<file path="src/hw/rtl/lkv_pkg.sv">
package lkv_pkg;

   localparam int DEFAULT_ENTRIES = 16;

   localparam int KEY_W = 32;
   localparam int VALUE_W = 32;
   localparam int CAP_W = 5;

   localparam int CSR_ADDR_W = 3;
   localparam int CSR_DATA_W = 32;
   localparam logic CSR_CAPACITY_IDX = 1'b0;
   localparam logic [CAP_W-1:0] CAPACITY_RESET = 5'd16;

   localparam logic CMD_GET = 1'b0;
   localparam logic CMD_PUT = 1'b1;

   localparam logic signed [VALUE_W-1:0] MISS_VALUE = -32'sd1;

   typedef enum logic [1:0] {
      ST_IDLE,
      ST_COMPARE,
      ST_UPDATE
   } lkv_state_type;

   typedef enum logic [1:0] {
      UPD_NONE,
      UPD_TOUCH,
      UPD_INSERT
   } lkv_op_type;

   typedef struct packed {
      lkv_op_type          op;
      logic                write_value;
      logic                evict;
      logic [KEY_W-1:0]    key;
      logic [VALUE_W-1:0]  value;
   } lkv_upd_type;

endpackage

</file>
<file path="src/hw/rtl/lkv_if.sv">
interface lkv_req_if;
   logic                valid;
   logic                ready;
   logic                cmd;
   logic signed [31:0]  key;
   logic signed [31:0]  value;

   modport source (output valid, output cmd, output key, output value, input ready);
   modport sink (input valid, input cmd, input key, input value, output ready);
endinterface

interface lkv_rsp_if;
   logic                valid;
   logic                ready;
   logic                hit;
   logic signed [31:0]  read_value;
   logic                evicted;

   modport source (output valid, output hit, output read_value, output evicted, input ready);
   modport sink (input valid, input hit, input read_value, input evicted, output ready);
endinterface

</file>
<file path="src/hw/rtl/lru_key_value_cache.sv">
// The idle state takes a transaction into the input registers; in the compare state
// the cells register their key match, and in the update state they update key, value
// and recency rank and the result is registered. Only the idle state takes a new one.
// A stalled result holds the update, and with it the input, until it is taken.
// Reset: synchronous, active high; clears all valid marks and ranks, the
// occupancy count and the result valid, and sets capacity to 16.
module lru_key_value_cache #(
   parameter int ENTRIES = lkv_pkg::DEFAULT_ENTRIES
) (
   input  logic                                 clock,
   input  logic                                 reset,
   lkv_req_if.sink                              req_ch,
   lkv_rsp_if.source                            rsp_ch,
   input  logic                                 psel,
   input  logic                                 penable,
   input  logic                                 pwrite,
   input  logic [lkv_pkg::CSR_ADDR_W-1:0]       paddr,
   input  logic [lkv_pkg::CSR_DATA_W-1:0]       pwdata,
   output logic [lkv_pkg::CSR_DATA_W-1:0]       prdata,
   output logic                                 pready
);
   import lkv_pkg::*;

   localparam int RANK_W = $clog2(ENTRIES);
   localparam int CNT_W = $clog2(ENTRIES + 1);
   localparam int CMP_W = (CNT_W > CAP_W) ? CNT_W : CAP_W;

   lkv_state_type       state_ff, state_in;

   logic                cmd_ff;
   logic [KEY_W-1:0]    key_ff;
   logic [VALUE_W-1:0]  value_ff;

   logic [CAP_W-1:0]    cap_ff;
   logic [CNT_W-1:0]    count_ff, count_in;

   logic                rsp_valid_ff;
   logic                rsp_hit_ff;
   logic [VALUE_W-1:0]  rsp_value_ff;
   logic                rsp_evicted_ff;

   logic                cell_match [ENTRIES];
   logic [RANK_W-1:0]   cell_rank [ENTRIES];
   logic [VALUE_W-1:0]  cell_value [ENTRIES];

   logic                hit_any;
   logic [RANK_W-1:0]   hit_rank;
   logic [VALUE_W-1:0]  hit_value;
   logic [RANK_W-1:0]   lru_rank;
   logic [CMP_W-1:0]    cap_eff;
   logic                evict;
   logic                out_load;
   logic                csr_write;
   lkv_upd_type         upd;

   // configuration
   assign pready    = 1'b1;
   assign csr_write = psel && penable && pwrite && pready;
   assign prdata    = (paddr[CSR_ADDR_W-1] == CSR_CAPACITY_IDX)
                      ? CSR_DATA_W'(cap_ff) : '0;

   always_ff @(posedge clock) begin
      if (reset) begin
         cap_ff <= CAPACITY_RESET;
      end else if (csr_write && (paddr[CSR_ADDR_W-1] == CSR_CAPACITY_IDX)) begin
         cap_ff <= pwdata[CAP_W-1:0];
      end
   end

   always_comb begin
      cap_eff = CMP_W'(cap_ff);
      if (cap_ff == '0) begin
         cap_eff = CMP_W'(1);
      end else if (cap_eff > CMP_W'(ENTRIES)) begin
         cap_eff = CMP_W'(ENTRIES);
      end
   end

   // cell row
   for (genvar i = 0; i < ENTRIES; i++) begin : g_cell
      lkv_cell #(
         .ENTRIES (ENTRIES),
         .INDEX   (i)
      ) u_cell (
         .clock      (clock),
         .reset      (reset),
         .lookup_key (key_ff),
         .upd        (upd),
         .hit_rank   (hit_rank),
         .lru_rank   (lru_rank),
         .count      (count_ff),
         .match      (cell_match[i]),
         .rank       (cell_rank[i]),
         .value      (cell_value[i])
      );
   end

   always_comb begin
      hit_any   = 1'b0;
      hit_rank  = '0;
      hit_value = '0;
      for (int i = 0; i < ENTRIES; i++) begin
         hit_any = hit_any | cell_match[i];
         if (cell_match[i]) begin
            hit_rank  = hit_rank | cell_rank[i];
            hit_value = hit_value | cell_value[i];
         end
      end
   end

   assign lru_rank = RANK_W'(count_ff - 1'b1);
   assign evict    = (cmd_ff == CMD_PUT) && !hit_any && (CMP_W'(count_ff) >= cap_eff);

   // control
   always_comb begin
      state_in         = state_ff;
      out_load         = 1'b0;
      upd.op           = UPD_NONE;
      upd.write_value  = (cmd_ff == CMD_PUT);
      upd.evict        = evict;
      upd.key          = key_ff;
      upd.value        = value_ff;
      unique case (state_ff)
         ST_IDLE: begin
            if (req_ch.valid) begin
               state_in = ST_COMPARE;
            end
         end
         ST_COMPARE: begin
            state_in = ST_UPDATE;
         end
         ST_UPDATE: begin
            if (!rsp_valid_ff || rsp_ch.ready) begin
               out_load = 1'b1;
               state_in = ST_IDLE;
               if (hit_any) begin
                  upd.op = UPD_TOUCH;
               end else if (cmd_ff == CMD_PUT) begin
                  upd.op = UPD_INSERT;
               end
            end
         end
         default: begin
            state_in = ST_IDLE;
         end
      endcase
   end

   assign req_ch.ready = (state_ff == ST_IDLE);

   always_comb begin
      count_in = count_ff;
      if (out_load && (cmd_ff == CMD_PUT) && !hit_any && !evict) begin
         count_in = count_ff + 1'b1;
      end
   end

   always_ff @(posedge clock) begin
      if (reset) begin
         state_ff     <= ST_IDLE;
         count_ff     <= '0;
         rsp_valid_ff <= 1'b0;
      end else begin
         state_ff <= state_in;
         count_ff <= count_in;
         if (out_load) begin
            rsp_valid_ff <= 1'b1;
         end else if (rsp_ch.ready) begin
            rsp_valid_ff <= 1'b0;
         end
      end
   end

   always_ff @(posedge clock) begin
      if (req_ch.valid && req_ch.ready) begin
         cmd_ff   <= req_ch.cmd;
         key_ff   <= req_ch.key;
         value_ff <= req_ch.value;
      end
      if (out_load) begin
         rsp_hit_ff     <= hit_any;
         rsp_evicted_ff <= evict;
         if (cmd_ff == CMD_PUT) begin
            rsp_value_ff <= '0;
         end else if (hit_any) begin
            rsp_value_ff <= hit_value;
         end else begin
            rsp_value_ff <= MISS_VALUE;
         end
      end
   end

   assign rsp_ch.valid      = rsp_valid_ff;
   assign rsp_ch.hit        = rsp_hit_ff;
   assign rsp_ch.read_value = rsp_value_ff;
   assign rsp_ch.evicted    = rsp_evicted_ff;

endmodule

</file>
<file path="src/hw/rtl/lkv_cell.sv">
module lkv_cell #(
   parameter int ENTRIES = lkv_pkg::DEFAULT_ENTRIES,
   parameter int INDEX = 0
) (
   input  logic                                  clock,
   input  logic                                  reset,
   input  logic [lkv_pkg::KEY_W-1:0]             lookup_key,
   input  lkv_pkg::lkv_upd_type                  upd,
   input  logic [$clog2(ENTRIES)-1:0]            hit_rank,
   input  logic [$clog2(ENTRIES)-1:0]            lru_rank,
   input  logic [$clog2(ENTRIES+1)-1:0]          count,
   output logic                                  match,
   output logic [$clog2(ENTRIES)-1:0]            rank,
   output logic [lkv_pkg::VALUE_W-1:0]           value
);
   import lkv_pkg::*;

   localparam int RANK_W = $clog2(ENTRIES);
   localparam int CNT_W = $clog2(ENTRIES + 1);

   logic                valid_ff, valid_in;
   logic [RANK_W-1:0]   rank_ff, rank_in;
   logic [KEY_W-1:0]    key_ff, key_in;
   logic [VALUE_W-1:0]  value_ff, value_in;
   logic                match_ff, match_in;
   logic                victim;

   assign match_in = valid_ff && (key_ff == lookup_key);

   assign victim = upd.evict ? (valid_ff && (rank_ff == lru_rank))
                             : (CNT_W'(INDEX) == count);

   always_comb begin
      valid_in = valid_ff;
      rank_in  = rank_ff;
      key_in   = key_ff;
      value_in = value_ff;
      case (upd.op)
         UPD_TOUCH: begin
            if (match_ff) begin
               rank_in = '0;
               if (upd.write_value) begin
                  value_in = upd.value;
               end
            end else if (valid_ff && (rank_ff < hit_rank)) begin
               rank_in = rank_ff + 1'b1;
            end
         end
         UPD_INSERT: begin
            if (victim) begin
               valid_in = 1'b1;
               key_in   = upd.key;
               value_in = upd.value;
               rank_in  = '0;
            end else if (valid_ff) begin
               rank_in = rank_ff + 1'b1;
            end
         end
         default: begin
         end
      endcase
   end

   always_ff @(posedge clock) begin
      if (reset) begin
         valid_ff <= 1'b0;
         rank_ff  <= '0;
         match_ff <= 1'b0;
      end else begin
         valid_ff <= valid_in;
         rank_ff  <= rank_in;
         match_ff <= match_in;
      end
   end

   always_ff @(posedge clock) begin
      key_ff   <= key_in;
      value_ff <= value_in;
   end

   assign match = match_ff;
   assign rank  = rank_ff;
   assign value = value_ff;

endmodule

</file>
<file path="src/flat_wrapper.sv">
// flat-port wrapper written by rule: the top's interface ports become plain ports
module lru_key_value_cache_flat import lkv_pkg::*;
#(
   parameter int ENTRIES = lkv_pkg::DEFAULT_ENTRIES
)
  (clock, reset, psel, penable, pwrite, paddr, pwdata, prdata, pready, req_ch_valid, req_ch_cmd, req_ch_key, req_ch_value, req_ch_ready, rsp_ch_valid, rsp_ch_hit, rsp_ch_read_value, rsp_ch_evicted, rsp_ch_ready);
  lkv_req_if req_ch_i ();
  lkv_rsp_if rsp_ch_i ();
  input  logic clock;
  input  logic reset;
  input  logic psel;
  input  logic penable;
  input  logic pwrite;
  input  logic [lkv_pkg::CSR_ADDR_W-1:0] paddr;
  input  logic [lkv_pkg::CSR_DATA_W-1:0] pwdata;
  output logic [lkv_pkg::CSR_DATA_W-1:0] prdata;
  output logic pready;
  input wire logic [$bits(req_ch_i.valid)-1:0] req_ch_valid;
  input wire logic [$bits(req_ch_i.cmd)-1:0] req_ch_cmd;
  input wire logic [$bits(req_ch_i.key)-1:0] req_ch_key;
  input wire logic [$bits(req_ch_i.value)-1:0] req_ch_value;
  output wire logic [$bits(req_ch_i.ready)-1:0] req_ch_ready;
  output wire logic [$bits(rsp_ch_i.valid)-1:0] rsp_ch_valid;
  output wire logic [$bits(rsp_ch_i.hit)-1:0] rsp_ch_hit;
  output wire logic [$bits(rsp_ch_i.read_value)-1:0] rsp_ch_read_value;
  output wire logic [$bits(rsp_ch_i.evicted)-1:0] rsp_ch_evicted;
  input wire logic [$bits(rsp_ch_i.ready)-1:0] rsp_ch_ready;
  assign req_ch_i.valid = req_ch_valid;
  assign req_ch_i.cmd = req_ch_cmd;
  assign req_ch_i.key = req_ch_key;
  assign req_ch_i.value = req_ch_value;
  assign req_ch_ready = req_ch_i.ready;
  assign rsp_ch_valid = rsp_ch_i.valid;
  assign rsp_ch_hit = rsp_ch_i.hit;
  assign rsp_ch_read_value = rsp_ch_i.read_value;
  assign rsp_ch_evicted = rsp_ch_i.evicted;
  assign rsp_ch_i.ready = rsp_ch_ready;
  lru_key_value_cache #(.ENTRIES(ENTRIES)) u_core (.clock(clock), .reset(reset), .req_ch(req_ch_i), .rsp_ch(rsp_ch_i), .psel(psel), .penable(penable), .pwrite(pwrite), .paddr(paddr), .pwdata(pwdata), .prdata(prdata), .pready(pready));
endmodule
</file>
<file path="config.mk">
export PLATFORM = sky130hd
export DESIGN_NAME = lru_key_value_cache_flat
export DESIGN_NICKNAME = d
export VERILOG_FILES = /design/src/hw/rtl/lkv_pkg.sv /design/src/hw/rtl/lkv_if.sv /design/src/hw/rtl/lru_key_value_cache.sv /design/src/hw/rtl/lkv_cell.sv /design/src/flat_wrapper.sv
export SDC_FILE = /design/constraint.sdc
export NUM_CORES = 2
export LEC_CHECK = 0
export BUFFER_PORTS_ARGS = -buffer_cell sky130_fd_sc_hd__buf_2
export CAP_MARGIN = 20
export CELL_PAD_IN_SITES_DETAIL_PLACEMENT = 1
export CELL_PAD_IN_SITES_GLOBAL_PLACEMENT = 1
export CORE_UTILIZATION = 34
export DETAILED_ROUTE_END_ITERATION = 12
export PLACE_DENSITY_LB_ADDON = 0.15
export SYNTH_ARGS = -nofsm -noshare
export SYNTH_HDL_FRONTEND = slang
export SYNTH_HIERARCHICAL = 1
export SYNTH_SLANG_ARGS = --single-unit
</file>
<file path="constraint.sdc">
create_clock -name clock -period 12.4 [get_ports clock]
set_input_delay 1.86 -clock clock [delete_from_list [all_inputs] [get_ports clock]]
set_output_delay 1.86 -clock clock [all_outputs]
set_load 0.01 [all_outputs]
</file>
Yosys cells after proc, flatten, opt, wreduce, memory -nomap -nowiden
Index checks and enable logic that the tools add are counted.
{ "word_totals": {"latchBits": 0, "mem_bits_rw": 0, "memories": 0, "rom_bits": 0, "word_cells": 597, "output_inout_bits": 69, "reg_bits": 1232} }
{ "op_classes": {"reduce_logical": 115, "n_addsub": 18, "bitwise_logic": 46, "n_shift": 0, "eq_ne": 118, "mul": 0, "order_cmp": 18, "div": 0, "mux": 192} }
{ "op_table": {"columns": ["op", "count"], "rows": [
  ["two-way mux 32 bit", 50],
  ["one-hot mux 32 bit (2 select lines)", 16],
  ["== test 32 bit", 16],
  ["OR 32 bit", 15],
  ["two-way mux 4 bit", 80],
  ["one-hot mux 4 bit (2 select lines)", 16],
  ["inequality test 3 bit (second input constant)", 32],
  ["inequality test 2 bit (second input constant)", 33],
  ["adder 4 x 1 -> 4 bit (second input constant)", 16],
  ["== test 4 bit", 16],
  ["less-than comparator 4 bit", 16],
  ["AND reduction 4 bit", 16],
  ["OR 4 bit", 15],
  ["logical AND 1 bit", 57],
  ["AND reduction 3 bit", 16],
  ["== test 4 x 5 -> 1 bit (first input constant)", 8],
  ["AND reduction 2 bit", 17],
  ["== test 3 x 5 -> 1 bit (first input constant)", 4],
  ["two-way mux 1 bit", 20],
  ["two-way mux 5 bit", 3],
  ["OR 1 bit", 15],
  ["two-way mux 2 bit", 6],
  ["== test 2 x 5 -> 1 bit (first input constant)", 2],
  ["zero test 5 bit", 2],
  ["14 further kinds", 20]
]} }

Depth between registers and ports, before layout
{ "logic_depth": {"depth_word": 36, "mapped_depth": 13} }

Hierarchy
The synthesis kept the hierarchy.
{ "modules_own_cells": {"columns": ["module", "area_per_inst_um2", "cells_per_inst", "instances", "seq_area_each_um2"], "rows": [
  ["lkv_cell (u_core.g_cell[10].u_cell ...)", 2821.5, 177, 4, 2042.0],
  ["lru_key_value_cache", 7384.6, 662, 1, 3233.1],
  ["lkv_cell (u_core.g_cell[13].u_cell ...)", 2857.7, 176, 2, 2042.0],
  ["lkv_cell (u_core.g_cell[1].u_cell ...)", 2819.0, 177, 2, 2042.0],
  ["lkv_cell (u_core.g_cell[11].u_cell ...)", 2817.7, 176, 2, 2042.0],
  ["lkv_cell (u_core.g_cell[4].u_cell ...)", 2812.7, 178, 2, 2042.0],
  ["lkv_cell (u_core.g_cell[0].u_cell)", 2846.5, 176, 1, 2042.0],
  ["lkv_cell (u_core.g_cell[15].u_cell)", 2842.7, 176, 1, 2042.0],
  ["lkv_cell (u_core.g_cell[3].u_cell)", 2820.2, 175, 1, 2042.0],
  ["lkv_cell (u_core.g_cell[12].u_cell)", 2808.9, 177, 1, 2042.0]
]} }

Least setup slack after synthesis
OpenSTA, ideal clock, no wires.
{ "synth_path": {"kind": "input-to-reg", "startpoint": "input rsp_ch_ready", "endpoint": "register u_core.g_cell[3].u_cell.value_ff[0], enable pin", "arrival_ps": 7740, "setup_slack_ps": 4229, "n_path_buf": 0, "stages": 7, "cell_sequence": "nand2b_1 nand2_1 nor3_1 inv_1 nor2_1 nand2_1 a21oi_1"} }
{ "synth_rtl": {"columns": ["item", "line_no", "rtl"], "rows": [
  ["start: declaration", "flat_wrapper.sv:27", "input wire logic [$bits(rsp_ch_i.ready)-1:0] rsp_ch_ready;"],
  ["end signal: assignment", "lkv_cell.sv:78", "value_ff <= value_in;"],
  ["end: declaration", "lkv_cell.sv:24", "logic [VALUE_W-1:0] value_ff, value_in;"]
]} }

==> run summary <==
RUN STATUS
-------------------------------------------------------------------------------------------------
Run status                                                                           finished, final reports clean

CLOCKING
-------------------------------------------------------------------------------------------------
Cells resized by post-CTS repair                                                                0
TritonCTS clock tree                                                                        built
Setup Fix Bufs, Post-CTS                                                                        0
H-tree depth reported by CTS                                                                    4
Hold buffer count at cts                                                                        0
Sinks on the clock net                                                                       1232
Worst-path clk slew                                                                       0.06 ns
Maximum number of buffers from clock root to sink                                               3
Insertion delay of the later-clocked pin in the worst-skew pair                           0.78 ns
Clock buffers created by TritonCTS                                                            140
Root buffer cell                                                                     sky130_fd_sc_hd__clkbuf_16

TIMING
-------------------------------------------------------------------------------------------------
Setup tns final                                                                              0 ns
RSZ-0062 raised after global routing                                                           no
Headroom to the max-slew limit                                                              0.245
Worst clock skew                                                                        0.0580 ns
Number of setup violations in the final report                                                  0
Post-layout min period                                                                    4.98 ns
Count of final max-slew check failures                                                          0
Worst slew pin tran                                                                       1.13 ns
Maximum clock frequency                                                                 0.201 GHz
Fin worst setup slack                                                                     7.42 ns
Final period utilization                                                                    0.402
Hold violation total from the final report                                                      0

SETUP PATH
-------------------------------------------------------------------------------------------------
Worst Path Class, Setup                                                                    in2reg
Worst-case register-to-register setup slack                                               7.68 ns
CP max stage cell                                                                    sky130_fd_sc_hd__a21oi_4
CP cell instances                                                                    buf_2, nand2b_1, nand2_1, nor3_2, buf_4, buf_4, nor2b_1, nand2_1, a21oi_4, buf_4
Required time at the worst-slack endpoint                                                12.82 ns
Endpoint class of the critical path                                                      register
Largest fanout on the critical path                                                            41
WP buf/inv                                                                                      4
Critical Path Start Type                                                             primary input
Arrival time of the worst setup path                                                      5.40 ns
Most frequent CP cell                                                                sky130_fd_sc_hd__buf_4
Top Family by Delay on Critical Path                                                 buffers and inverters
Delay of the slowest cell on the worst path                                               0.81 ns

FINAL LAYOUT
-------------------------------------------------------------------------------------------------
Total of fill cells in the finished design                                                  15500
Leading cell types in the layout, fill and taps excluded                             1123 x sky130_fd_sc_hd__edfxtp_1, 336 x sky130_fd_sc_hd__xnor2_1, 192 x sky130_fd_sc_hd__xor2_1, 158 x sky130_fd_sc_hd__a22o_1, 144 x sky130_fd_sc_hd__a221oi_1
Count of inserted antenna diode cells                                                           0
Non-filler cells in the finished layout                                                      5907
Area of combinational cells with multiple inputs                                        15900 um2
Footprint of the flip-flops and latches                                                 35900 um2
Most common cell after layout, fill and taps aside                                   sky130_fd_sc_hd__edfxtp_1
Synthesis-to-layout area growth                                                             15.6%
Net total in the final layout                                                                3946
Layout cell share with drive strength beyond 1                                              0.148

PWR
-------------------------------------------------------------------------------------------------
Total power per unit cell area                                                         147 nW/um2
Maximum VDD drop                                                                         0.127 mV
Lkg Pwr                                                                                   19.0 nW

GLOBAL ROUTING
-------------------------------------------------------------------------------------------------
Pin count of the biggest net entering global routing                                           64
Initial antenna violation count                                                                 1
Overflow left after global routing                                                              0
Overall fraction of global-route tracks in use                                              0.192
Global-route wire length before repair                                                  222000 um
Via count of the first global-routing pass                                                  32600

DRT
-------------------------------------------------------------------------------------------------
Routed length per placed instance                                                         25.5 um
Max Used Layer                                                                               met4
Drt first pass iters                                                                            5
Drt initial violations                                                                       1942
Met2 Wirelength                                                                          73600 um
Via count normalized by instance count                                                       5.32
Antenna violation net count after detailed routing                                              0
Overall via count from detail_route                                                         31400
Total routed wire length on the met1 layer                                               68300 um
Residual DRC count                                                                              0
Met3 Wirelength                                                                           4960 um
Final wirelength                                                                        151000 um

SYNTH
-------------------------------------------------------------------------------------------------
Number of distinct library cell variants in the gate-level netlist after synthesis             68
Total of flip-flops plus latches after synthesis                                             1232
Count of flip-flops with a built-in enable after synthesis                                   1123
Mapped Avg Cell Area                                                                     15.1 um2
Share of synthesized registers carrying an async set or reset                                   0
Sequential cell area fraction in the yosys report                                           0.683
Count of synthesis-stage warnings from yosys                                                    6
Commonest register cell after synthesis                                              sky130_fd_sc_hd__edfxtp_1
Synthesized cell area                                                                   52600 um2
Cell count after synthesis                                                                   3488

FLOORPLAN
-------------------------------------------------------------------------------------------------
Initial standard-cell utilization of the core                                               0.344
Floorplan Core Area                                                                    153000 um2
Overall die height                                                                         395 um
Number of cell rows                                                                           143
Die Area                                                                               156000 um2
# IOs                                                                                         176
Overall die width                                                                          395 um

RUN
-------------------------------------------------------------------------------------------------
MaxCap Viol Count                                                                               0

PLACED DESIGN
-------------------------------------------------------------------------------------------------
DP Cell Count                                                                                5656
DP Wirelength                                                                            85000 um
Global placer's final weighted congestion                                                   0.808
Buffers added on ports                                                                        118
Placement Setup Slack                                                                     6.59 ns

HOLD PATH
-------------------------------------------------------------------------------------------------
Hold Crit Class                                                                           reg2reg

-- path summary, 6_finish.rpt --
check / from / end / cells after the start
worst max-delay path: rsp_ch_ready / u_core/g_cell[11].u_cell/value[10]$_DFFE_PP_ / 10
worst min-delay path: u_core/cap_ff[4]$_SDFFE_PP1P_ / u_core/cap_ff[4]$_SDFFE_PP1P_ / 1
worst max register to register: u_core/count_ff[2]$_SDFFE_PP0P_ / u_core/g_cell[2].u_cell/value[17]$_DFFE_PP_ / 13
worst min register to register: u_core/cap_ff[4]$_SDFFE_PP1P_ / u_core/cap_ff[4]$_SDFFE_PP1P_ / 1
-- flip-flops by register name, indices dropped and copies added, names as in the netlist --
register	cells
u_core/rsp_ch.valid	1
u_core/rsp_ch.evicted	1
u_core/g_cell.u_cell/value	512
u_core/state_ff	2
u_core/g_cell.u_cell/key_ff	512
u_core/cap_ff	5
u_core/rsp_ch.read_value	32
u_core/rsp_ch.hit	1
u_core/value_ff	32
u_core/key_ff	32
u_core/count_ff	5
u_core/g_cell.u_cell/valid_ff	16
u_core/g_cell.u_cell/match	16
u_core/g_cell.u_cell/rank	64
u_core/cmd_ff	1
-- per-layer routing --
| layer | up-vias | global-route usage |
|---|---|---|
| met1 | 16400 | 0.253 |
| met3 | 215 | 0.0256 |
| met5 | - | 0 |
| met2 | 585 | 0.325 |
| li1 | 14200 | - |
| met4 | 0 | 0.0598 |
-- where the power goes --
| part | total (W) | leakage, nW | internal, W | switching [W] |
|---|---|---|---|---|
| Sequential | 0.00460 | 11.0 | 0.00456 | 0.0000373 |
| Clock | 0.00409 | 2.18 | 0.00235 | 0.00173 |
| Combinational | 0.000279 | 5.83 | 0.0000916 | 0.000188 |
-- cell usage after synthesis (56+ instances only) --
cell,n,area share
sky130_fd_sc_hd__nor2_1,101,0.0072
sky130_fd_sc_hd__clkbuf_1,63,0.0045
sky130_fd_sc_hd__a31oi_1,56,0.0067
sky130_fd_sc_hd__ha_1,71,0.017
sky130_fd_sc_hd__dfxtp_1,109,0.041
sky130_fd_sc_hd__nor4_1,80,0.0095
sky130_fd_sc_hd__xor2_1,194,0.032
sky130_fd_sc_hd__nand2b_1,88,0.010
sky130_fd_sc_hd__nor2b_1,85,0.010
sky130_fd_sc_hd__inv_1,113,0.0081
sky130_fd_sc_hd__edfxtp_1,1123,0.64
sky130_fd_sc_hd__a21oi_1,70,0.0067
sky130_fd_sc_hd__nand4_1,123,0.015
sky130_fd_sc_hd__xnor2_1,336,0.056
sky130_fd_sc_hd__a221oi_1,144,0.024
sky130_fd_sc_hd__a22o_1,158,0.026
sky130_fd_sc_hd__o21ai_0,77,0.0073
-- per-stage QoR --
step	hold slack, ns	instance area [um2]	total power [W]	util
2_1_floorplan	0.459	52700	0.00486	-
3_3_place_gp	0.483	56300	0.00497	0.369
3_5_place_dp	0.488	56300	0.00498	0.369
4_1_cts	0.503	60800	0.00910	0.398
5_1_grt	0.546	60800	0.00926	0.398
6_report	0.494	60800	0.00897	0.398
-- cell families after synthesis --
family,share of synthesized area
other,0.000143
adders and majority gates,0.0169
buffers and inverters,0.0208
and+or+nand+nor,0.0729
muxes,0.00181
DFF,0.683
xor gates and xnor gates,0.0882
AOI/OAI and AO/OA,0.117
-- final cells by class --
type                    count  area share
flip-flops and latches   1232       0.591
clock inverters            73      0.0136
clock buffers             178      0.0605
inverters                 129     0.00796
well taps                2030      0.0418
multi-input cells        2035       0.262
repair buffers            230      0.0236
No activity file was read; power rests on OpenSTA's default activity.
